--- src/rtl/core/pwct_pkg.sv ---
package pwct_pkg;

    localparam int unsigned COORD_W = 16;
    localparam int unsigned SCALE_W = 8;
    localparam int unsigned COLOR_W = 32;
    localparam int unsigned MODE_W  = 4;
    localparam int unsigned ACT_W   = 2;
    localparam int unsigned CFG_IDX_W  = 3;
    localparam int unsigned CFG_DATA_W = 16;

    // tdata layouts: four coordinates, color, mode, zero pad to whole bytes
    localparam int unsigned S_TDATA_W = 104;
    localparam int unsigned M_TDATA_W = 104;

    // action codes
    localparam logic [ACT_W-1:0] ACT_SET_WINDOW = 2'd0;
    localparam logic [ACT_W-1:0] ACT_STREAM_PIX = 2'd1;
    localparam logic [ACT_W-1:0] ACT_EXPLICIT   = 2'd2;

    // configuration register indexes
    localparam logic [CFG_IDX_W-1:0] CFG_SWAP_AXES = 3'd0;
    localparam logic [CFG_IDX_W-1:0] CFG_SCALE_X   = 3'd1;
    localparam logic [CFG_IDX_W-1:0] CFG_SCALE_Y   = 3'd2;
    localparam logic [CFG_IDX_W-1:0] CFG_OFFSET_X  = 3'd3;
    localparam logic [CFG_IDX_W-1:0] CFG_OFFSET_Y  = 3'd4;

    typedef logic signed [COORD_W-1:0] coord_t;

    // two opposite corners of a rectangle (a pixel has both equal)
    typedef struct packed {
        coord_t x0;
        coord_t y0;
        coord_t x1;
        coord_t y1;
    } corners_t;

    // corners picked by the cursor logic, with the mode they carry
    typedef struct packed {
        logic                emit;
        corners_t            corners;
        logic [MODE_W-1:0]   mode;
    } pick_t;

    // normalized output rectangle
    typedef struct packed {
        coord_t x_min;
        coord_t y_min;
        coord_t x_max;
        coord_t y_max;
    } rect_t;

endpackage

--- src/rtl/core/pwct_cursor.sv ---
module pwct_cursor (
    input  logic                    aclk,
    input  logic                    aresetn,
    input  logic                    accept,
    input  logic [pwct_pkg::ACT_W-1:0]  action,
    input  pwct_pkg::corners_t      item_corners,
    input  logic [pwct_pkg::MODE_W-1:0] blend_mode,
    output pwct_pkg::pick_t         pick
);
    import pwct_pkg::*;

    coord_t            window_left_reg,  window_left_next;
    coord_t            window_right_reg, window_right_next;
    coord_t            cursor_x_reg,     cursor_x_next;
    coord_t            cursor_y_reg,     cursor_y_next;
    logic [MODE_W-1:0] window_mode_reg,  window_mode_next;

    always_comb begin
        pick.emit    = 1'b0;
        pick.corners = item_corners;
        pick.mode    = blend_mode;
        case (action)
            ACT_STREAM_PIX: begin
                pick.emit       = 1'b1;
                pick.corners.x0 = cursor_x_reg;
                pick.corners.y0 = cursor_y_reg;
                pick.corners.x1 = cursor_x_reg;
                pick.corners.y1 = cursor_y_reg;
                pick.mode       = window_mode_reg;
            end
            ACT_EXPLICIT: begin
                pick.emit = 1'b1;
            end
            default: begin
                pick.emit = 1'b0;
            end
        endcase
    end

    always_comb begin
        window_left_next  = window_left_reg;
        window_right_next = window_right_reg;
        cursor_x_next     = cursor_x_reg;
        cursor_y_next     = cursor_y_reg;
        window_mode_next  = window_mode_reg;
        if (accept) begin
            case (action)
                ACT_SET_WINDOW: begin
                    // bottom edge is not kept; the cursor never stops on y
                    window_left_next  = item_corners.x0;
                    window_right_next = item_corners.x1;
                    window_mode_next  = blend_mode;
                    cursor_x_next     = item_corners.x0;
                    cursor_y_next     = item_corners.y0;
                end
                ACT_STREAM_PIX: begin
                    if (cursor_x_reg < window_right_reg) begin
                        cursor_x_next = cursor_x_reg + coord_t'(1);
                    end else begin
                        cursor_x_next = window_left_reg;
                        cursor_y_next = cursor_y_reg + coord_t'(1);
                    end
                end
                default: begin
                end
            endcase
        end
    end

    always_ff @(posedge aclk) begin
        if (!aresetn) begin
            window_left_reg  <= '0;
            window_right_reg <= '0;
            cursor_x_reg     <= '0;
            cursor_y_reg     <= '0;
            window_mode_reg  <= '0;
        end else begin
            window_left_reg  <= window_left_next;
            window_right_reg <= window_right_next;
            cursor_x_reg     <= cursor_x_next;
            cursor_y_reg     <= cursor_y_next;
            window_mode_reg  <= window_mode_next;
        end
    end

endmodule

--- src/rtl/core/pwct_axis_map.sv ---
module pwct_axis_map (
    input  pwct_pkg::coord_t                    lo,
    input  pwct_pkg::coord_t                    hi,
    input  logic signed [pwct_pkg::SCALE_W-1:0] scale,
    input  pwct_pkg::coord_t                    offset,
    output pwct_pkg::coord_t                    mn,
    output pwct_pkg::coord_t                    mx
);
    import pwct_pkg::*;

    localparam int unsigned PROD_W = COORD_W + SCALE_W;

    coord_t                    hi_inc;
    logic signed [PROD_W-1:0]  prod_a;
    logic signed [PROD_W-1:0]  prod_b;
    coord_t                    edge_a;
    coord_t                    edge_b;

    // edge_b is the exclusive far edge; only the low 16 bits matter
    assign hi_inc = hi + coord_t'(1);
    assign prod_a = PROD_W'(lo) * PROD_W'(scale);
    assign prod_b = PROD_W'(hi_inc) * PROD_W'(scale);
    assign edge_a = prod_a[COORD_W-1:0] + offset;
    assign edge_b = prod_b[COORD_W-1:0] + offset;

    always_comb begin
        if (edge_b > edge_a) begin
            mn = edge_a;
            mx = edge_b - coord_t'(1);
        end else begin
            // mirrored or zero scale: zero gives min = max + 1, an empty rect
            mn = edge_b + coord_t'(1);
            mx = edge_a;
        end
    end

endmodule

--- src/rtl/core/pixel_window_coordinate_transform.sv ---
// Pixel window coordinate transform.
//
// s_ channel: one beat per command. s_tuser carries the action (set window,
// stream pixel at cursor, explicit rectangle), s_tlast the end-of-batch flag.
// A set-window beat only loads the window, mode and cursor and yields no
// output; an unknown action is dropped. Every pixel or rectangle beat yields
// one m_ beat with the swapped, scaled, offset and normalized rectangle,
// plus color, mode and the copied tlast.
// cfg_ port: register writes (swap, scales, offsets), always ready. Write it
// only while the stream is idle.
// Pipeline: input stage register, then result register; an accepted beat
// moves from the input stage into the result register, which drives m_,
// once that register is free or being drained. Throughput: one beat per
// cycle unless m_tready stalls; the cursor update is a combinational
// add/compare; each axis has two 16x8 multiplies between the two registers.
// Reset (aresetn low, synchronous): config returns to unit scale, no swap,
// zero offset; window and cursor clear to zero; both stages empty.
// A stalled m_tready holds the result register; the input stage still takes
// one more beat, then s_tready drops until the result is taken.
module pixel_window_coordinate_transform (
    input  logic                               aclk,
    input  logic                               aresetn,
    // first_x, first_y, last_x, last_y, pixel_color, blend_mode, zero pad
    input  logic [pwct_pkg::S_TDATA_W-1:0]     s_tdata,
    // action
    input  logic [pwct_pkg::ACT_W-1:0]         s_tuser,
    input  logic                               s_tlast,
    input  logic                               s_tvalid,
    output logic                               s_tready,
    // out_x_min, out_y_min, out_x_max, out_y_max, out_color, out_mode, zero pad
    output logic [pwct_pkg::M_TDATA_W-1:0]     m_tdata,
    output logic                               m_tlast,
    output logic                               m_tvalid,
    input  logic                               m_tready,
    input  logic                               cfg_valid,
    output logic                               cfg_ready,
    input  logic [pwct_pkg::CFG_IDX_W-1:0]     cfg_index,
    input  logic [pwct_pkg::CFG_DATA_W-1:0]    cfg_data
);
    import pwct_pkg::*;

    localparam int unsigned M_PAD_W = M_TDATA_W - 4 * COORD_W - COLOR_W - MODE_W;

    // ---- configuration registers
    logic                       swap_axes_reg;
    logic signed [SCALE_W-1:0]  scale_x_reg;
    logic signed [SCALE_W-1:0]  scale_y_reg;
    coord_t                     offset_x_reg;
    coord_t                     offset_y_reg;

    assign cfg_ready = 1'b1;

    always_ff @(posedge aclk) begin
        if (!aresetn) begin
            swap_axes_reg <= 1'b0;
            scale_x_reg   <= SCALE_W'(1);
            scale_y_reg   <= SCALE_W'(1);
            offset_x_reg  <= '0;
            offset_y_reg  <= '0;
        end else if (cfg_valid) begin
            case (cfg_index)
                CFG_SWAP_AXES: swap_axes_reg <= cfg_data[0];
                CFG_SCALE_X:   scale_x_reg   <= cfg_data[SCALE_W-1:0];
                CFG_SCALE_Y:   scale_y_reg   <= cfg_data[SCALE_W-1:0];
                CFG_OFFSET_X:  offset_x_reg  <= cfg_data[COORD_W-1:0];
                CFG_OFFSET_Y:  offset_y_reg  <= cfg_data[COORD_W-1:0];
                default: begin
                end
            endcase
        end
    end

    // ---- input unpack and cursor
    corners_t          in_corners;
    logic [COLOR_W-1:0] in_color;
    logic [MODE_W-1:0]  in_mode;
    logic               s_accept;
    pick_t              pick;
    corners_t           swapped;

    assign in_corners.x0 = s_tdata[15:0];
    assign in_corners.y0 = s_tdata[31:16];
    assign in_corners.x1 = s_tdata[47:32];
    assign in_corners.y1 = s_tdata[63:48];
    assign in_color      = s_tdata[95:64];
    assign in_mode       = s_tdata[99:96];

    assign s_accept = s_tvalid & s_tready;

    pwct_cursor u_cursor (
        .aclk         (aclk),
        .aresetn      (aresetn),
        .accept       (s_accept),
        .action       (s_tuser),
        .item_corners (in_corners),
        .blend_mode   (in_mode),
        .pick         (pick)
    );

    always_comb begin
        swapped = pick.corners;
        if (swap_axes_reg) begin
            swapped.x0 = pick.corners.y0;
            swapped.y0 = pick.corners.x0;
            swapped.x1 = pick.corners.y1;
            swapped.y1 = pick.corners.x1;
        end
    end

    // ---- input stage register
    logic               s1_valid_reg;
    corners_t           s1_corners_reg;
    logic [COLOR_W-1:0] s1_color_reg;
    logic [MODE_W-1:0]  s1_mode_reg;
    logic               s1_last_reg;
    logic               s1_advance;

    // stage 1 moves on when the result register is free or being drained
    assign s1_advance = !m_tvalid || m_tready;
    assign s_tready   = !s1_valid_reg || s1_advance;

    always_ff @(posedge aclk) begin
        if (!aresetn) begin
            s1_valid_reg <= 1'b0;
        end else if (s_tready) begin
            s1_valid_reg <= s_accept & pick.emit;
        end
    end

    always_ff @(posedge aclk) begin
        if (s_accept) begin
            s1_corners_reg <= swapped;
            s1_color_reg   <= in_color;
            s1_mode_reg    <= pick.mode;
            s1_last_reg    <= s_tlast;
        end
    end

    // ---- scale, offset and normalize, one unit per axis
    rect_t rect;

    pwct_axis_map u_map_x (
        .lo     (s1_corners_reg.x0),
        .hi     (s1_corners_reg.x1),
        .scale  (scale_x_reg),
        .offset (offset_x_reg),
        .mn     (rect.x_min),
        .mx     (rect.x_max)
    );

    pwct_axis_map u_map_y (
        .lo     (s1_corners_reg.y0),
        .hi     (s1_corners_reg.y1),
        .scale  (scale_y_reg),
        .offset (offset_y_reg),
        .mn     (rect.y_min),
        .mx     (rect.y_max)
    );

    // ---- result register
    logic               m_valid_reg;
    rect_t              m_rect_reg;
    logic [COLOR_W-1:0] m_color_reg;
    logic [MODE_W-1:0]  m_mode_reg;
    logic               m_last_reg;

    always_ff @(posedge aclk) begin
        if (!aresetn) begin
            m_valid_reg <= 1'b0;
        end else if (s1_advance) begin
            m_valid_reg <= s1_valid_reg;
        end
    end

    always_ff @(posedge aclk) begin
        if (s1_advance && s1_valid_reg) begin
            m_rect_reg  <= rect;
            m_color_reg <= s1_color_reg;
            m_mode_reg  <= s1_mode_reg;
            m_last_reg  <= s1_last_reg;
        end
    end

    assign m_tvalid = m_valid_reg;
    assign m_tlast  = m_last_reg;
    assign m_tdata  = {{M_PAD_W{1'b0}}, m_mode_reg, m_color_reg,
                       m_rect_reg.y_max, m_rect_reg.x_max,
                       m_rect_reg.y_min, m_rect_reg.x_min};

endmodule

--- config.mk ---
export PLATFORM = sky130hd
export DESIGN_NAME = pixel_window_coordinate_transform
export DESIGN_NICKNAME = d
export VERILOG_FILES = /design/src/rtl/core/pwct_pkg.sv /design/src/rtl/core/pwct_cursor.sv /design/src/rtl/core/pwct_axis_map.sv /design/src/rtl/core/pixel_window_coordinate_transform.sv
export SDC_FILE = /design/constraint.sdc
export NUM_CORES = 2
export LEC_CHECK = 0
export BUFFER_PORTS_ARGS = -buffer_cell sky130_fd_sc_hd__buf_2
export CAP_MARGIN = 20
export CORE_ASPECT_RATIO = 0.5
export CORE_MARGIN = 2
export CORE_UTILIZATION = 25
export DETAILED_ROUTE_END_ITERATION = 7
export GPL_TIMING_DRIVEN = 1
export HOLD_SLACK_MARGIN = 0.08
export SETUP_SLACK_MARGIN = 0.3
export SYNTH_ARGS = -nofsm -noshare
export SYNTH_HDL_FRONTEND = slang
export SYNTH_SLANG_ARGS = --single-unit
export TNS_END_PERCENT = 100
--- constraint.sdc ---
create_clock -name aclk -period 7.3 [get_ports aclk]
set_clock_uncertainty 0.2 [all_clocks]
set_input_delay 1.46 -clock aclk [delete_from_list [all_inputs] [get_ports aclk]]
set_output_delay 1.46 -clock aclk [all_outputs]
set_load 0.05 [all_outputs]
# After elaboration in Yosys (flattened, before gate mapping)
# Cells that the tools add are included.
[classes]
n_addsub = 12
reduce_logical = 17
mul = 4
mux = 11
n_eq_ne = 7
magnitude_cmp = 3
bitwise = 2
[op_table]
columns = ["operator", "n"]
rows = [
  ["$add A16 B2 Y16 const B", 6],
  ["$mux W16", 6],
  ["$mux W68", 1],
  ["$add A16 B16 Y16", 4],
  ["$mul A16 B8 Y16", 4],
  ["$mux W64", 1],
  ["$pmux W16 S2", 2],
  ["$gt A16 B16 Y1", 2],
  ["$sub A16 B2 Y16 const B", 2],
  ["$lt A16 B16 Y1", 1],
  ["$reduce_and A2 Y1", 7],
  ["$eq A3 B2 Y1 const B", 2],
  ["$eq A3 B1 Y1 const B", 1],
  ["$eq A3 B3 Y1 const B", 1],
  ["$logic_not A3 Y1", 1],
  ["$reduce_and A3 Y1", 1],
  ["$and A1 B1 Y1", 2],
  ["$eq A2 B1 Y1 const B", 1],
  ["$eq A2 B2 Y1 const B", 1],
  ["$logic_not A1 Y1", 2],
  ["$logic_not A2 Y1", 1],
  ["$logic_or A1 B1 Y1", 2],
  ["$ne A2 B2 Y1 const B", 1],
  ["$reduce_bool A2 Y1", 1],
  ["other kinds (3)", 3],
]
[word_totals]
out_inout_bits = 108
elab_cells = 82
register_bits = 321
inputBits = 131

# Longest topological paths before layout
[depth]
depth_word = 5
ltp_mapped = 34
depth_no_buf = 32

# By module
# A second synthesis with hierarchy kept.
[unflattened]
hier_cells = 3024
hier_area_um2 = 29914.9
[modules_own_cells]
columns = ["mod", "area_per_inst_um2", "n_inst", "cells_per_inst"]
rows = [
  ["pixel_window_coordinate_transform", 8839.7, 1, 472],
  ["pwct_axis_map at u_map_x", 7976.4, 1, 907],
  ["pwct_axis_map at u_map_y", 7878.8, 1, 901],
  ["pwct_cursor", 5220.0, 1, 744],
]

# Least setup slack after synthesis
# OpenSTA, ideal clock, no wires.
[synth_path]
path_kind = "reg-to-reg"
start = "register s1_corners_reg[16] (netlist name)"
end = "register m_rect_reg, in the netlist m_tdata[36] (data pin)"
stages_incl_launch_ff = 32
t_required_ns = 6.831
arrival_time_ns = 7.411
slack_ns = -0.580
n_path_buf = 2
synth_period_minus_slack_ns = 7.880
path_cell_list = "edfxtp_1 > ha_1 > nand2_1 > nor2_1 > xnor2_1 > nand2b_1 > fa_1 > inv_1 > fa_1 > inv_1 > fa_1 > inv_1 > fa_1 > fa_1 > ha_1 > o21ai_0 > o21bai_1 > or3_1 > a311oi_1 > o21bai_1 > a21oi_1 > xnor2_2 > ha_1 > nand4_1 > nor2_1 > a221oi_1 > o221ai_1 > xnor2_1 > o21ai_0 > clkbuf_1 > clkbuf_1 > o21ai_0"
[synth_lines]
columns = ["element", "line", "text"]
rows = [
  ["start, declared", "pixel_window_coordinate_transform.sv:112", "corners_t s1_corners_reg;"],
  ["start signal, assigned", "pixel_window_coordinate_transform.sv:132", "s1_corners_reg <= swapped;"],
  ["end signal, assigned", "pixel_window_coordinate_transform.sv:177", "m_rect_reg <= rect;"],
  ["end, declared", "pixel_window_coordinate_transform.sv:162", "rect_t m_rect_reg;"],
]

==> results.py <==
metrics = {
    "timing": {
        "worst_slack_ns": -0.159,
        "rsz0062_at_grt": "yes",
        "slew_viol_final": 0,
        "max_freq_mhz": 134,
        "holdWs_ns": 0.215,
        "worstMarginPinSlew_ns": 0.996,
        "hold_viol": 0,
        "setup_viol": 34,
        "period_minus_slack_ns": 7.46,
        "finalCritPeriodShare": 1.02,
        "relSlewSlack": 0.336,
    },
    "global_routing": {
        "gr-total-overflow": 0,
        "grt_first_pass_wirelength_um": 127000,
        "grt_antenna_before_repair": 14,
        "first_global_vias": 22400,
        "grt_max_degree": 90,
        "grtUsageTotal": 0.137,
    },
    "outcome": {
        "violations": "setup timing",
        "status": "finished, violations left",
    },
    "cts": {
        "tritoncts": "done",
        "numCtsBuffers": 37,
        "clkLatencyLatePin_ns": 0.57,
        "cts.sinks": 321,
        "htreeDepth": 2,
        "clk_path_buf_depth": 3,
        "clkTransAtPathRegs_ns": 0.06,
        "cts_root_buffer": "clkbuf_16",
    },
    "routing": {
        "first_iter_violations": 1518,
        "avgRoutedWirePerCell_um": 16.6,
        "antenna_left": 0,
        "firstDrtPassIters": 5,
        "vias": 22200,
        "routed_via_density": 4.51,
        "drc": 0,
        "wirelength_um": 81800,
    },
    "power": {
        "leakagePower_nw": 15.1,
        "p_sw_frac": 0.379,
        "p_total_mw": 8.15,
        "combPwrFrac": 0.482,
        "internal_power_mw": 5.06,
        "clockPowerShare": 0.235,
        "seq_power_share": 0.284,
        "p_sw_mw": 3.09,
        "powerDensity_nw_per_um2": 229,
        "peakVddDrop_mv": 0.205,
    },
    "setup_path": {
        "required_ns": 7.40,
        "crit_arrival_ns": 7.56,
        "max_stage_delay_ns": 0.56,
        "path_class": "reg2reg",
        "cp_max_fo": 24,
        "worstSetupEndpointType": "flip-flop",
        "slowest_stage": "fa_2",
        "start_kind": "flip-flop",
        "ff2ff_setup_slack_ns": -0.16,
        "cpMostUsedCell": "inv_1",
    },
    "logic_synthesis": {
        "yosys.area.top_type": "edfxtp_1",
        "postSynth.asyncResetShare": 0,
        "syn-instance-count": 3009,
        "ys_seq_elements": 321,
        "yosysUniqueCellTypes": 67,
        "avgSynthCellArea_um2": 9.53,
        "synth_ff_type": "edfxtp_1",
        "yosysSeqAreaShare": 0.295,
        "synth_area_um2": 28700,
        "yosys-top-cells-area": "edfxtp_1, fa_1, ha_1",
        "synth_edf_count": 202,
        "synth_top_area_frac": 0.212,
        "yosysWarnings": 0,
    },
    "finish": {
        "nets": 4015,
        "final_common_cell": "nand2_1",
        "nFillCells": 11700,
        "final-seq-area_um2": 8450,
        "multi_input_area_um2": 19500,
        "final_cell_mix": "nand2_1, inv_1, fa_1",
        "synthToLayoutAreaGrowth_pct": 24.4,
        "drive_gt1_frac": 0.218,
    },
    "die": {
        "row_count": 87,
        "io-pin-count": 239,
        "die_w_um": 483,
        "dieArea_um2": 118000,
        "core_um2": 113000,
        "start_util": 0.253,
        "fp.dieH_um": 243,
    },
    "place": {
        "hpwl_um": 65200,
        "port-buffer-count": 229,
        "gp_congestion": 0.882,
        "dp_worst_setup_slack_ns": -0.410,
    },
    "worst_hold_path": {
        "min_path_type": "reg2reg",
    },
    "job": {
        "maxCapViolCount": 0,
    },
}
-- final timing paths --
path	start	end	cells past startpoint
max reg2reg	s1_corners_reg[16]	m_tdata[34]	30
min reg2reg	s1_color_reg[18]	m_color_reg[18]	0
max	s1_corners_reg[16]	m_tdata[34]	30
min	s1_color_reg[18]	m_color_reg[18]	0
-- power groups by stage --
stage | registers [mW] | clock network [mW] | logic (mW)
floorplan | 2.57 | 0 | 2.05
global placement | 2.35 | 0 | 3.14
detailed placement | 2.35 | 0 | 3.21
CTS | 2.31 | 1.96 | 3.77
global route | 2.33 | 2.02 | 4.28
finish | 2.31 | 1.91 | 3.93
-- cells by family (layout without fill, tap and decap cells) --
| group | Yosys count | in the layout | synth area share |
|---|---|---|---|
| and+or+nand+nor | 988 | 988 | 0.164 |
| adders and majority gates | 499 | 499 | 0.296 |
| buffers and inverters | 498 | 900 | 0.0659 |
| AOI/OAI and AO/OA | 429 | 429 | 0.0885 |
| DFF | 321 | 321 | 0.295 |
| xor gates and xnor gates | 182 | 182 | 0.0585 |
| muxes | 90 | 90 | 0.0317 |
| other | 2 | 6 | 0.000262 |
-- metrics by stage --
stage               TNS (ns)  std cells   util  cell area, µm²
floorplan                  0       3012      -           29300
global placement      -11.23       4803  0.293           33200
detailed placement    -16.09       4803  0.293           33200
CTS                    -4.24       4918  0.312           35300
global route          -20.05       4928  0.315           35700
finish                 -3.67       4928  0.315           35700
-- Yosys cell counts (49+ instances only) --
cell	number
and2_1	140
mux2i_1	83
nand2b_1	59
inv_1	365
o21ai_0	126
dfxtp_1	119
fa_1	300
a21oi_1	174
xnor2_1	116
ha_1	199
nand2_1	458
clkbuf_1	121
edfxtp_1	202
xor2_1	59
nand3_1	49
nor2_1	112
-- timing repair --
item,in CTS,in global routing
setup buffers,44,8
gates resized for setup,121,48
setup endpoints to repair,64,64
cloned,3,1
hold buffers,0,0
pin swaps,78,54
-- worst max-delay path, delay by kind of cell (launching register included) --
family | cells | cell delay [ns]
AOI/OAI and AO/OA | 9 | 1.59
xor gates and xnor gates | 3 | 0.56
adders and majority gates | 8 | 2.99
buffers and inverters | 5 | 0.54
DFF | 1 | 0.48
and+or+nand+nor | 5 | 0.80
-- routing by layer --
layer  vias up  wire length, µm  track usage
li1      10600                -            -
met1     10900            33900        0.172
met2       534            40900        0.239
met3       138             4150       0.0226
met4        14             2850       0.0453
met5         -               82            0
-- layout make-up --
cell class / instances / share of cell area
Clock inverter: 20 / 0.00625
Sequential cell: 321 / 0.237
Clock buffer: 48 / 0.0283
Timing Repair Buffer: 465 / 0.0900
Inverter: 367 / 0.0387
Multi-Input combinational cell: 2193 / 0.547
Tap cell: 1513 / 0.0531
Antenna cell: 1 / 0.0000702
No activity file was read; power rests on OpenSTA's default activity.
